**src/hw/rtl/fsrw_pkg.sv**
```systemverilog
package fsrw_pkg;

  localparam int MAX_AW = 16;
  localparam int MAX_OW = 12;
  localparam int FIELD_AW = 13;
  localparam logic [7:0] ERASED_BYTE = 8'hFF;

  typedef enum logic [1:0] {
    OP_READ  = 2'd0,
    OP_ERASE = 2'd1,
    OP_PROG  = 2'd2,
    OP_BUF   = 2'd3
  } op_t;

  typedef struct packed {
    op_t               op;
    logic [MAX_AW-1:0] addr;
    logic [7:0]        data;
    logic              commit;
    logic [MAX_OW-1:0] seg_start;
  } fsrw_op_t;

  typedef enum logic [2:0] {
    ST_CLEAR,
    ST_IDLE,
    ST_ERASE,
    ST_PROG_WR,
    ST_BUF,
    ST_COPY,
    ST_COPY_LAST,
    ST_FINISH
  } state_t;

endpackage

```
**src/hw/rtl/fsrw_queue.sv**
```systemverilog
module fsrw_queue
  import fsrw_pkg::*;
(
  input  logic     clk,
  input  logic     rst,
  input  logic     push,
  input  fsrw_op_t push_item,
  output logic     full,
  input  logic     pop,
  output logic     q_valid,
  output fsrw_op_t q_item
);

  fsrw_op_t   slots [2];
  logic       wr_ptr;
  logic       rd_ptr;
  logic [1:0] count;

  assign full    = (count == 2'd2);
  assign q_valid = (count != 2'd0);
  assign q_item  = slots[rd_ptr];

  always_ff @(posedge clk) begin
    if (push && !full) begin
      slots[wr_ptr] <= push_item;
    end
  end

  always_ff @(posedge clk) begin
    if (rst) begin
      wr_ptr <= 1'b0;
      rd_ptr <= 1'b0;
      count  <= 2'd0;
    end else begin
      if (push && !full) begin
        wr_ptr <= ~wr_ptr;
      end
      if (pop && q_valid) begin
        rd_ptr <= ~rd_ptr;
      end
      count <= count + 2'((push && !full) ? 1 : 0) - 2'((pop && q_valid) ? 1 : 0);
    end
  end

endmodule

```
**config.mk**
```make
export PLATFORM = sky130hd
export DESIGN_NAME = fsrw_queue
export DESIGN_NICKNAME = d
export VERILOG_FILES = /design/src/hw/rtl/fsrw_pkg.sv /design/src/hw/rtl/fsrw_queue.sv
export SDC_FILE = /design/constraint.sdc
export NUM_CORES = 1
export LEC_CHECK = 0
export ABC_AREA = 1
export BUFFER_PORTS_ARGS = -buffer_cell sky130_fd_sc_hd__buf_2
export CORE_UTILIZATION = 55
export DETAILED_ROUTE_END_ITERATION = 8
export MAX_ROUTING_LAYER = met4
export PLACE_DENSITY = 0.81
export SLEW_MARGIN = 20
export SYNTH_ARGS = -nofsm -noshare
export SYNTH_HDL_FRONTEND = slang
export SYNTH_SLANG_ARGS = --single-unit
```
**constraint.sdc**
```tcl
create_clock -name clk -period 7.7 [get_ports clk]
set_input_delay 0.77 -clock clk [delete_from_list [all_inputs] [get_ports clk]]
set_output_delay 0.77 -clock clk [all_outputs]
set_load 0.1 [all_outputs]
```
==> results of run 1 <==
==> flip-flops by register name, indices dropped and copies added (netlist names), named ones only <==
signal,cells
rd_ptr,1
slots,78
wr_ptr,1
count,2
==> kinds of logic (layout without fill, tap and decap cells) <==
logic type	after synthesis	count (layout)	synth area share, %
muxes	39	39	15.3
adders and majority gates	2	2	0.805
AOI/OAI and AO/OA	2	2	0.322
DFF	83	83	78.6
and+or+nand+nor	20	20	2.54
buffers and inverters	13	110	2.42
==> worst paths after layout <==
path,startpoint,endpoint,slack (ps),depth (start not counted)
worst max register to register,count[0],slots[0][30],6070,5
worst max-delay path,flop,q_item[11],4830,2
worst min-delay path,rd_ptr,flop,560,2
worst min register to register,rd_ptr,flop,560,2
==> metrics by stage <==
stage / instance area (um^2) / instances / hold WS [ps]
after floorplan: 3110 / 159 / 467
after global placement: 3590 / 311 / 486
after detailed placement: 3590 / 311 / 544
after CTS: 3820 / 327 / 560
after global routing: 3850 / 328 / 579
final: 3850 / 328 / 559
==> placed cells by master (no fill, tap or decap) <==
master / netlist / final
clkbuf_8: 0 / 9
nand2_1: 8 / 8
clkinv_2: 0 / 1
dfxtp_2: 0 / 1
buf_4: 2 / 1
a21oi_1: 2 / 2
ha_1: 2 / 2
nor2_1: 9 / 8
nand3_1: 3 / 3
mux2_2: 29 / 29
clkinv_1: 0 / 3
dfxtp_1: 5 / 4
buf_16: 0 / 1
mux2_4: 10 / 10
inv_1: 9 / 9
edfxtp_1: 78 / 78
buf_2: 0 / 83
nor2_4: 0 / 1
bufinv_16: 0 / 3
==> layer usage <==
layer  GRT usage (%)  share of wire [%]  vias to the layer above
met5               -                  0                        -
met4            10.2                2.3                        0
met3            4.05                6.4                       13
met2            25.9                 48                       72
met1            21.3                 43                      757
li1                -                  -                      778
==> worst register-to-register path, stage by stage, from the launching register on <==
cell and delay (ps):
dfxtp_1 350, inv_1 60, nand2_1 120, nand2_1 130, nor2_4 420, buf_16 250
==> final cells by class <==
type                    instances  area (um^2)  area share, %
flip-flops and latches         83         2440           63.5
multi-input cells              63          598           15.5
repair buffers                 85          450           11.7
clock buffers                   9          124           3.22
clock inverters                 7          106           2.77
well taps                      72         90.1           2.34
inverters                       9         33.8          0.878
==> results_dict.tcl, run 1 <==
set metrics [dict create \
    numCtsBuffers 9 \
    crit_buf_inv 1 \
    num_antenna_cells 0 \
    fp.dieArea_um2 5960 \
    min_path_type "flop to flop" \
    num_vias 1620 \
    setup_ws_ps 4830 \
    wl_per_cell_um 14.5 \
    drt_iter0_markers 72 \
    path_cells "mux2_2 > buf_2" \
    drc 0 \
    ys_ff_latch 83 \
    cp-end-kind "output pin" \
    holdBufCountCts 0 \
    status "complete, no violations" \
    synthTopCellsByArea "edfxtp_1, mux2_2, mux2_4" \
    core_um2 5470 \
    ys.warnings.count 0 \
    area_delta_synth_final_pct 23.8 \
    wl_mm 4.77 \
    worst-slew-pin-transition_ps 992 \
    grt_pass1_wl_mm 7.15 \
    io_buffers 83 \
    drive_gt1_share_pct 54.3 \
    path_class "flop to output pin" \
    ioPinCount 84 \
    start_util_pct 56.8 \
    h-tree-depth 3 \
    cts_resized 0 \
    cp_slowest_cell "dfxtp_2" \
    yosysSeqAreaShare_pct 78.6 \
    track_usage_pct 17.2 \
    pre_cts_ws_ps 5170 \
    die_h_um 77.2 \
    fmax_ghz 0.349 \
    synthArstFlopShare_pct 0 \
    nets 296 \
    synth_top_area_cell "edfxtp_1" \
    synth-edff-count 78 \
    grt_max_degree 40 \
    hold_violations 0 \
    cts_tree "yes" \
    setup_violations 0 \
    cp_slowest_stage_delay_ps 980 \
    dp_hpwl_mm 3.11 \
    slew_headroom_pct 33.8 \
    place.gp.congestion 0.723 \
    post_cts_buffers 0 \
    antenna_found_initial 0 \
    clk_pin_slew_worst_paths_ps 80 \
    path_delay_family "flip-flops" \
    yosysMostFrequentCell "edfxtp_1" \
    layout_min_cycle_time_ps 2870 \
    utilization_pct 70.3 \
    die_w_um 77.2 \
    synthDistinctLibCells 13 \
    synth_top_area_share_pct 75.4 \
    synth_common_cells "edfxtp_1, mux2_2, mux2_4" \
    cp.required_ps 6930 \
    syn_avg_cell_area_um2 19.5 \
    crit_path_start_kind "flop" \
    grt_overflow 0 \
    synth_flop_cell "edfxtp_1" \
    nFillCells 390 \
    grt_setup_unrepaired "no" \
    vias_per_cell 4.94 \
    timing.final.crit_share_pct 37.2 \
    postSynthCellCount 159 \
    synth_fp_nets 204 \
    clockBufferDepth 2 \
    clk_latency_ps 340 \
    clock-root-buffer "clkbuf_8" \
    arrival_ps 2100 \
    critPathMaxFanout 39 \
    maxCapViolCount 0 \
    slew_viol_final 0 \
    fin_skew_ps 5.67 \
    syn-cell-area_um2 3110 \
    fin_setup_tns_ps 0 \
    postRouteAntennaNets 0 \
    drtPass1Iterations 4 \
    grt_pass1_vias 1518 \
    cts.sinks 83 \
    rows 27 \
]
Power of run 1 is not shown: default switching activity piles up to over one toggle a cycle in this logic, so the estimate is an artifact.
==> run 2, diff against run 1 <==
--- a/config.mk
+++ b/config.mk
@@ -7,10 +7,10 @@
 export LEC_CHECK = 0
 export ABC_AREA = 1
 export BUFFER_PORTS_ARGS = -buffer_cell sky130_fd_sc_hd__buf_2
-export CORE_UTILIZATION = 55
+export CORE_UTILIZATION = 51
 export DETAILED_ROUTE_END_ITERATION = 8
 export MAX_ROUTING_LAYER = met4
-export PLACE_DENSITY = 0.81
+export PLACE_DENSITY = 0.76
 export SLEW_MARGIN = 20
 export SYNTH_ARGS = -nofsm -noshare
 export SYNTH_HDL_FRONTEND = slang
==> constraint.sdc (replaced) <==
create_clock -name clk -period 3 [get_ports clk]
set_input_delay 0.3 -clock clk [delete_from_list [all_inputs] [get_ports clk]]
set_output_delay 0.3 -clock clk [all_outputs]
set_load 0.1 [all_outputs]
==> results_dict.tcl, run 2 (synthesized netlist as in run 1, its figures left out) <==
set metrics [dict create \
    wl_mm 4.69 \
    drtPass1Iterations 5 \
    slew_viol_final 0 \
    postRouteAntennaNets 0 \
    clk_pin_slew_worst_paths_ps 80 \
    final_common_cell "buf_2" \
    critPathMaxFanout 16 \
    start_util_pct 52.8 \
    cts_resized 0 \
    cp.required_ps 2700 \
    wl_met3_um 205 \
    holdBufCountCts 0 \
    path_cells "buf_4 > mux2_2 > buf_2" \
    critPathCapture "q_item[5]" \
    area_delta_synth_final_pct 23.2 \
    cp_slowest_cell "dfxtp_2" \
    cp-end-kind "output pin" \
    multi_input_area_um2 598 \
    dpl-instance-area_um2 3610 \
    cts_tree "yes" \
    h-tree-depth 3 \
    antenna_found_initial 0 \
    grt_max_degree 40 \
    ff_latch_area_um2 2440 \
    rr_worst_depth 5 \
    top_regs "slots: 78 flops, count: 2 flops" \
    nets 298 \
    maxCapViolCount 0 \
    track_usage_pct 16.0 \
    dr_wl_met2_mm 2.34 \
    fin_setup_tns_ps 0 \
    num_antenna_cells 0 \
    cts.sinks 83 \
    rrSetupSlack_ps 1100 \
    path_class "flop to output pin" \
    io_buffers 83 \
    hold_violations 0 \
    num_vias 1600 \
    largest_register_ffs 78 \
    arrival_ps 1860 \
    numCtsBuffers 9 \
    slew_headroom_pct 55.0 \
    die_h_um 80.1 \
    final_area_um2 3830 \
    cp_slowest_stage_delay_ps 560 \
    vias_per_cell 4.80 \
    dp_hpwl_mm 3.20 \
    fin_skew_ps 7.47 \
    grt_setup_unrepaired "no" \
    rr_endpoint "slots[0][29]" \
    drc 0 \
    top_register "slots" \
    ioPinCount 84 \
    clk_latency_ps 330 \
    place.gp.congestion 0.720 \
    timing.final.crit_share_pct 71.9 \
    fmax_ghz 0.464 \
    clockBufferDepth 2 \
    grt_pass1_wl_mm 7.09 \
    post_cts_buffers 0 \
    grt_pass1_vias 1518 \
    drive_gt1_share_pct 55.4 \
    grt_overflow 0 \
    wl_per_cell_um 14.1 \
    die_w_um 80.1 \
    setup_violations 0 \
    min_path_type "input pin to flop" \
    status "complete, no violations" \
    drt_iter0_markers 107 \
    rows 28 \
    layout_min_cycle_time_ps 2160 \
    clock-root-buffer "clkbuf_8" \
    fp.dieArea_um2 6410 \
    mostFrequentLayoutCells "buf_2, edfxtp_1, mux2_2, mux2_4" \
    drt-met1-wl_mm 2.09 \
    worst-slew-pin-transition_ps 673 \
    nFillCells 433 \
    core_um2 5890 \
    r2r_start "count[0]" \
    crit_path_start_kind "flop" \
    routed.top_layer "met4" \
]
## run 2: changes by cell type in the layout (fill, tap and decap cells not counted), sizes merged
cell    previous run  this run
buf               85        87
bufinv             3         2
inv                9        10
## run 2: worst min-delay path by stage
stage	start	end	slack (ps)	cells past startpoint
after floorplan	rst	count[0]	370	1
after global placement	rst	count[0]	470	2
after detailed placement	rst	count[0]	480	2
after CTS	rst	count[0]	110	2
after global routing	rst	count[0]	120	2
final	rst	count[0]	130	2
## run 2: per-stage QoR
stage,utilization (%),cells,worst slack [ps],hold slack [ps]
2_1_floorplan,-,159,362,371
3_3_place_gp,61.4,317,1160,470
3_5_place_dp,61.4,317,1110,476
4_1_cts,65.1,333,802,111
5_1_grt,65.1,333,739,117
6_report,65.1,333,844,127
## run 2: area by class of cell
class	count	area share, %
flip-flops and latches	83	63.8
multi-input cells	63	15.6
repair buffers	87	11.6
clock buffers	9	3.23
well taps	75	2.45
clock inverters	7	2.38
inverters	9	0.882
## run 2: routing by layer
metal  global-route usage [%]  vias to the layer above
met5                        -                        -
met4                     8.75                        0
met3                     3.98                        6
met2                     24.0                       48
met1                     20.0                      756
li1                         -                      790
## run 2: critical path: cells and delay by family (launching register included)
| family | cells | cell delay [ps] |
|---|---|---|
| flops | 1 | 560 |
| mux | 1 | 360 |
| buf+inv | 2 | 600 |
Power of run 2 is left out for the same reason.
