==> config.mk <==
export PLATFORM = sky130hd
export DESIGN_NAME = fsrw_front
export DESIGN_NICKNAME = d
export VERILOG_FILES = /design/src/hw/rtl/fsrw_pkg.sv /design/src/hw/rtl/fsrw_front.sv
export SDC_FILE = /design/constraint.sdc
export NUM_CORES = 1
export LEC_CHECK = 0
export BUFFER_PORTS_ARGS = -buffer_cell sky130_fd_sc_hd__buf_4
export CORE_MARGIN = 4
export CORE_UTILIZATION = 30
export DETAILED_ROUTE_END_ITERATION = 10
export PLACE_DENSITY = 0.63
export SLEW_MARGIN = 30
export SYNTH_ARGS = -nofsm -noshare
export SYNTH_HDL_FRONTEND = slang
export SYNTH_SLANG_ARGS = --single-unit
==> constraint.sdc <==
create_clock -name clk -period 2.3 [get_ports clk]
set_input_delay 0.46 -clock clk [delete_from_list [all_inputs] [get_ports clk]]
set_output_delay 0.46 -clock clk [all_outputs]
set_load 0.005 [all_outputs]
==> src/hw/rtl/fsrw_pkg.sv <==
package fsrw_pkg;

  localparam int MAX_AW = 16;
  localparam int MAX_OW = 12;
  localparam int FIELD_AW = 13;
  localparam logic [7:0] ERASED_BYTE = 8'hFF;

  typedef enum logic [1:0] {
    OP_READ  = 2'd0,
    OP_ERASE = 2'd1,
    OP_PROG  = 2'd2,
    OP_BUF   = 2'd3
  } op_t;

  typedef struct packed {
    op_t               op;
    logic [MAX_AW-1:0] addr;
    logic [7:0]        data;
    logic              commit;
    logic [MAX_OW-1:0] seg_start;
  } fsrw_op_t;

  typedef enum logic [2:0] {
    ST_CLEAR,
    ST_IDLE,
    ST_ERASE,
    ST_PROG_WR,
    ST_BUF,
    ST_COPY,
    ST_COPY_LAST,
    ST_FINISH
  } state_t;

endpackage

==> src/hw/rtl/fsrw_front.sv <==
module fsrw_front
  import fsrw_pkg::*;
#(
  parameter int FLASH_BYTES  = 8192,
  parameter int SECTOR_BYTES = 512
) (
  input  logic        clk,
  input  logic        rst,
  input  logic [1:0]  cmd,
  input  logic [12:0] address,
  input  logic [7:0]  data_byte,
  input  logic        last_byte,
  input  logic        in_valid,
  output logic        in_ready,
  input  logic        q_full,
  output logic        q_push,
  output fsrw_op_t    q_item
);

  localparam int AW = $clog2(FLASH_BYTES);
  localparam int OW = $clog2(SECTOR_BYTES);
  localparam int XW = (AW > FIELD_AW) ? AW : FIELD_AW;

  logic          run_open;
  logic [AW-1:0] run_next;
  logic [OW-1:0] seg_start;
  logic          seg_fresh;

  op_t           op;
  logic [XW-1:0] addr_ext;
  logic [AW-1:0] eff_addr;
  logic [OW-1:0] off;
  logic [OW-1:0] start;
  logic          commit;
  logic          accept;

  assign in_ready = !q_full;
  assign accept   = in_valid && in_ready;
  assign q_push   = accept;

  always_comb begin
    op       = op_t'(cmd);
    addr_ext = XW'(address);
    eff_addr = (op == OP_BUF && run_open) ? run_next : addr_ext[AW-1:0];
    off      = eff_addr[OW-1:0];
    commit   = (op == OP_BUF) && (last_byte || (&off));
    // first byte of a fresh segment marks where the sector copy begins
    start    = seg_fresh ? off : seg_start;
    q_item.op        = op;
    q_item.addr      = MAX_AW'(eff_addr);
    q_item.data      = data_byte;
    q_item.commit    = commit;
    q_item.seg_start = MAX_OW'(start);
  end

  always_ff @(posedge clk) begin
    if (rst) begin
      run_open  <= 1'b0;
      run_next  <= '0;
      seg_start <= '0;
      seg_fresh <= 1'b1;
    end else if (accept && op == OP_BUF) begin
      run_open  <= !last_byte;
      run_next  <= eff_addr + AW'(1);
      seg_start <= start;
      seg_fresh <= commit;
    end
  end

endmodule

==> impl_metrics.tcl, run 1 <==
set metrics [dict create \
    status "completed" \
    rows 26 \
    avgSynthCellArea_sq_um 7.59 \
    min_path_type "input port to flip-flop" \
    start_kind "flip-flop" \
    tightest_slew_ns 0.638 \
    power_mw 1.01 \
    rrSetupSlack_ns 0.58 \
    critPathMaxFanout 5 \
    ir_drop_mv 0.224 \
    p_leak_nw 0.968 \
    cts_tree "done" \
    slowest_delay_ns 0.37 \
    required_ns 1.84 \
    path_clk_slew_ns 0.09 \
    grt_setup_unrepaired "no" \
    grt_antenna_before_repair 0 \
    ys_seq_area_share_pct 30.6 \
    layout_commonest_cell "buf_4" \
    gp_congestion 0.868 \
    core_sq_mm 0.00507 \
    cts_setup_buffers 0 \
    die_w_um 80.3 \
    final_cell_mix "61 x buf_4, 27 x nor2_1, 22 x dfxtp_1" \
    ctsHoldBuffers 0 \
    grt_overflow 0 \
    grt_pass1_vias 1474 \
    synth_cell_types 35 \
    wl_per_cell_um 12.7 \
    setup_violations 0 \
    skew_ns 0.00406 \
    cts-buffers-inserted 3 \
    drv_slew 0 \
    slowest_stage "dfxtp_1" \
    synthCells 207 \
    clockBufferDepth 2 \
    grt_max_degree 21 \
    drive_gt1_share_pct 30.9 \
    hold_viol 0 \
    relSlewSlack_pct 57.4 \
    clock_sinks 24 \
    seqCellArea_sq_um 483 \
    die_h_um 80.3 \
    drc 0 \
    vias 1510 \
    ys_seq_elements 24 \
    timing.final.crit_period_ns 2.20 \
    cts-root-buf "clkbuf_8" \
    start_util_pct 30.9 \
    place_area_sq_mm 0.00197 \
    drtAntennaViolNets 0 \
    fill_cells 562 \
    synth_top_area_share_pct 30.6 \
    syn_to_final_growth_pct 31.0 \
    syn_area_sq_mm 0.00157 \
    crit_path_cell_trace "and3_1 -> and4_2 -> a22oi_2 -> inv_1 -> ha_1 -> nor2_2 -> nor2_1 -> buf_4" \
    cp-end-kind "primary output" \
    cp_data_arrival_time_ns 1.74 \
    max_freq_mhz 454 \
    nets 279 \
    drt_iter0_markers 62 \
    io_buffers 46 \
    grtUsageTotal_pct 13.0 \
    synth_top_cell_by_area "dfxtp_1" \
    die_area_sq_mm 0.00646 \
    drtPass1Iterations 4 \
    powerDensity_mw_per_mm2 493 \
    grt_pass1_wl_um 6740 \
    ys_top_cells_by_area "dfxtp_1 31%, buf_4 8.1%, nor2_1 6.7%" \
    crit_type "flip-flop to primary output" \
    htree_levels 1 \
    clk_latency_ns 0.28 \
    utilization_pct 40.5 \
    yosysWarnings 0 \
    timing.final.crit_share_pct 95.8 \
    critPathTopFamily "simple AND/OR/NAND/NOR gates" \
    multi_input_area_sq_um 892 \
    critPathBufInv 2 \
    fin_setup_tns_ns 0 \
    stdcell_area_sq_mm 0.00206 \
    ios 69 \
    antenna_cells 0 \
    finalWirelength_um 4040 \
    viasPerCell 4.73 \
    dp_hpwl_um 3150 \
    max-cap-violations 0 \
]
[routing by layer]
layer / global-route usage [%] / share of wire [%] / wire, um / vias to the layer above
li1: - / - / - / 779
met1: 15.9 / 45 / 1810 / 685
met2: 23.0 / 48 / 1930 / 43
met3: 2.35 / 6.2 / 249 / 3
met4: 4.22 / 1.1 / 44 / 0
met5: 0 / 0 / 0 / -
[cell usage after synthesis]
cell type / n
ha_1: 1
buf_6: 1
conb_1: 1
a31oi_1: 1
nand3_2: 1
buf_4: 17
inv_1: 12
a21oi_1: 16
nor2_1: 28
o211ai_1: 4
and4_2: 1
and2_1: 1
and3_1: 4
dfxtp_1: 24
nand3_1: 9
clkbuf_1: 6
xnor2_1: 6
o22ai_1: 2
buf_2: 3
o221a_2: 1
a211oi_1: 13
xor2_1: 1
or4b_1: 1
buf_1: 2
a22oi_2: 1
nor4b_4: 1
o21ai_0: 4
o21a_1: 1
a21o_1: 3
mux2_2: 1
nor2b_1: 2
nand4_1: 6
nand2_1: 21
a22oi_1: 1
mux2i_1: 10
[metrics by stage]
step           hold WS, ns  cells  worst slack, ns
2_1_floorplan        0.432    212           0.0956
3_3_place_gp         0.445    315           0.0919
3_5_place_dp         0.468    315           0.0568
4_1_cts              0.350    319           0.0232
5_1_grt              0.360    319         0.000625
6_report             0.358    319           0.0966
[repair_timing]
action / CTS / global route
gates resized for setup: 1 / 5
setup endpoints to repair: 1 / 1
pin swaps: 0 / 1
[final timing paths]
path,start,to,cells after the start
setup / recovery,run_next[3],q_item[12],8
hold reg to reg,run_next[11],run_next[11],2
setup reg to reg,run_next[3],run_next[9],6
hold / removal,last_byte,run_open,2
[logic make-up (layout without fill, tap and decap cells)]
kind of cell             count (synthesis)  after routing  synth area share (%)
AO/OA/AOI/OAI                           47             47                  19.6
multiplexers                            11             11                  7.09
other                                    1              6                 0.239
buffers and inverters                   41             78                  14.6
adder cells (fa/ha/maj)                  1              1                 0.797
XOR/XNOR                                 7              7                  3.90
flip-flops                              24             24                  30.6
AND/OR/NAND/NOR                         75             75                  23.2
[layout make-up]
cell class | count | share of cell area, %
timing repair buffer | 62 | 23.2
clock inverter | 1 | 1.46
clock buffer | 3 | 2.01
sequential | 24 | 23.5
multi-input combinational | 147 | 43.4
inverter | 12 | 2.19
tap | 70 | 4.26
[flip-flops by register name, indices dropped and copies added (netlist names)]
signal     count
seg_fresh      1
run_open       1
run_next      13
seg_start      9
[power breakdown]
part | switching, mW | internal (mW)
Clock | 0.149 | 0.233
Sequential | 0.0124 | 0.428
Combinational | 0.0892 | 0.103
[worst reg2reg max path: cells and delay by family (launching register included)]
| kind | cells | cell delay, ns |
|---|---|---|
| AOI/OAI and AO/OA | 1 | 0.06 |
| DFF | 1 | 0.42 |
| buffers and inverters | 1 | 0.14 |
| and+or+nand+nor | 4 | 1.04 |
Note: power is estimated with default switching activity, not from simulation.
==> inputs of run 2 (changes only) <==
- RECOVER_POWER: unset -> 25
- SLEW_MARGIN: 30 -> unset
==> impl_metrics.tcl, run 2 (synthesized netlist as in run 1, its figures left out) <==
set metrics [dict create \
    status "completed" \
    clk_latency_ns 0.28 \
    clock_sinks 24 \
    power.share.clock_pct 37.7 \
    timing.final.crit_period_ns 2.20 \
    timing.final.crit_share_pct 95.8 \
    drtPass1Iterations 4 \
    ios 69 \
    die_h_um 80.3 \
    holdPathStages 2 \
    top_register "run_next" \
    stdcell_area_sq_mm 0.00205 \
    drtAntennaViolNets 0 \
    cts_tree "done" \
    intPower_mw 0.763 \
    p_sw_mw 0.250 \
    die_area_sq_mm 0.00646 \
    r2r-start "run_next[3]" \
    grt_setup_unrepaired "no" \
    p_sw_share_pct 24.7 \
    wl_per_cell_um 12.6 \
    pwr-share-comb_pct 18.8 \
    dp.cells 315 \
    grt_pass1_vias 1474 \
    reg_top3 "run_next (13), seg_start (9)" \
    power_mw 1.01 \
    cp-end-kind "primary output" \
    grt_overflow 0 \
    drv_slew 0 \
    cts-root-buf "clkbuf_8" \
    ctsHoldBuffers 0 \
    io_buffers 46 \
    r2r_cells 6 \
    rows 26 \
    gr-usage-met1_pct 15.9 \
    hold_viol 0 \
    max_freq_mhz 454 \
    min_to "run_open" \
    rr_endpoint "run_next[9]" \
    required_ns 1.84 \
    fin_setup_tns_ns 0 \
    relSlewSlack_pct 48.1 \
    fin_cells 319 \
    vias 1513 \
    skew_ns 0.00427 \
    min_path_type "input port to flip-flop" \
    nets 279 \
    start_util_pct 30.9 \
    seqPwrFrac_pct 43.5 \
    grt_pass1_wl_um 6740 \
    layout_commonest_cell "buf_4" \
    holdWs_ns 0.358 \
    final_cell_mix "57 x buf_4, 27 x nor2_1, 22 x dfxtp_1" \
    antenna_cells 0 \
    rrSetupSlack_ns 0.58 \
    top_usage_layer "met2" \
    critPathMaxFanout 5 \
    drive_gt1_share_pct 30.1 \
    max-cap-violations 0 \
    powerDensity_mw_per_mm2 494 \
    syn_to_final_growth_pct 30.5 \
    finalWirelength_um 4030 \
    core_sq_mm 0.00507 \
    path_clk_slew_ns 0.09 \
    gr-usage-met3_pct 2.35 \
    htree_levels 1 \
    start_kind "flip-flop" \
    setup_violations 0 \
    min-delay-start "last_byte" \
    drc 0 \
    ir_drop_mv 0.224 \
    grt_antenna_before_repair 0 \
    largest_reg_flops 13 \
    crit_type "flip-flop to primary output" \
    cp_data_arrival_time_ns 1.74 \
    grt_max_degree 21 \
    cts-buffers-inserted 3 \
    clockBufferDepth 2 \
    gp_congestion 0.868 \
    dp_hpwl_um 3150 \
    die_w_um 80.3 \
    drt_iter0_markers 51 \
    grtUsageTotal_pct 13.0 \
    place_area_sq_mm 0.00197 \
    tightest_slew_ns 0.778 \
    p_leak_nw 0.960 \
    grtUsageMet2_pct 23.0 \
    viasPerCell 4.74 \
]
[run 2: changes by cell type in the layout (fill, tap and decap cells not counted), sizes merged]
cell    delta
buf        -4
clkbuf     +4
[run 2: per-stage QoR]
stage / utilization (%) / setup slack, ns
finish: 40.4 / 0.0973
CTS: 40.3 / 0.0232
global route: 40.4 / 0.000625
detailed placement: 38.8 / 0.0568
global placement: 38.8 / 0.0919
floorplan: - / 0.0956
[run 2: worst max-delay path by stage]
stage | slack [ns] | to | start | depth (start not counted)
6_report | 0.1 | q_item[12] | run_next[3] | 8
5_1_grt | 0.0006 | q_item[12] | run_next[3] | 8
4_1_cts | 0.02 | q_item[12] | run_open | 8
3_5_place_dp | 0.06 | q_item[12] | cmd[0] | 9
3_3_place_gp | 0.09 | q_item[12] | cmd[0] | 9
2_1_floorplan | 0.1 | q_item[12] | cmd[0] | 10
[run 2: cell type report]
type	instances	area, sq um
multi-input combinational	147	892
clock inverter	1	30.0
sequential	24	483
fill	565	3030
tap	70	87.6
timing repair buffer	62	470
inverter	12	45.0
clock buffer	3	41.3
[run 2: power groups by stage]
stage | Sequential (mW) | Combinational (mW) | Clock, mW
2_1_floorplan | 0.445 | 0.111 | 0
3_5_place_dp | 0.450 | 0.193 | 0
5_1_grt | 0.443 | 0.213 | 0.407
6_report | 0.441 | 0.190 | 0.382
3_3_place_gp | 0.450 | 0.192 | 0
4_1_cts | 0.441 | 0.194 | 0.394
[run 2: metal layers]
| metal | wire (um) | share of wire (%) | vias up |
|---|---|---|---|
| li1 | - | - | 779 |
| met1 | 1840 | 46 | 693 |
| met2 | 1930 | 48 | 38 |
| met3 | 220 | 5.5 | 3 |
| met4 | 44 | 1.1 | 0 |
| met5 | 0 | 0 | - |
[run 2: worst max-delay path, stage by stage (launching register included)]
cell,delay (ns)
dfxtp_1,0.37
and3_1,0.18
and4_2,0.25
a22oi_2,0.15
inv_1,0.06
ha_1,0.18
nor2_2,0.10
nor2_1,0.06
buf_4,0.13
[run 2: repair_timing]
action / 4_1_cts / 5_1_grt
endpoints found under the setup margin: 1 / 1
buffers inserted: 0 / 0
resized for setup: 1 / 5
pin swaps: 0 / 1
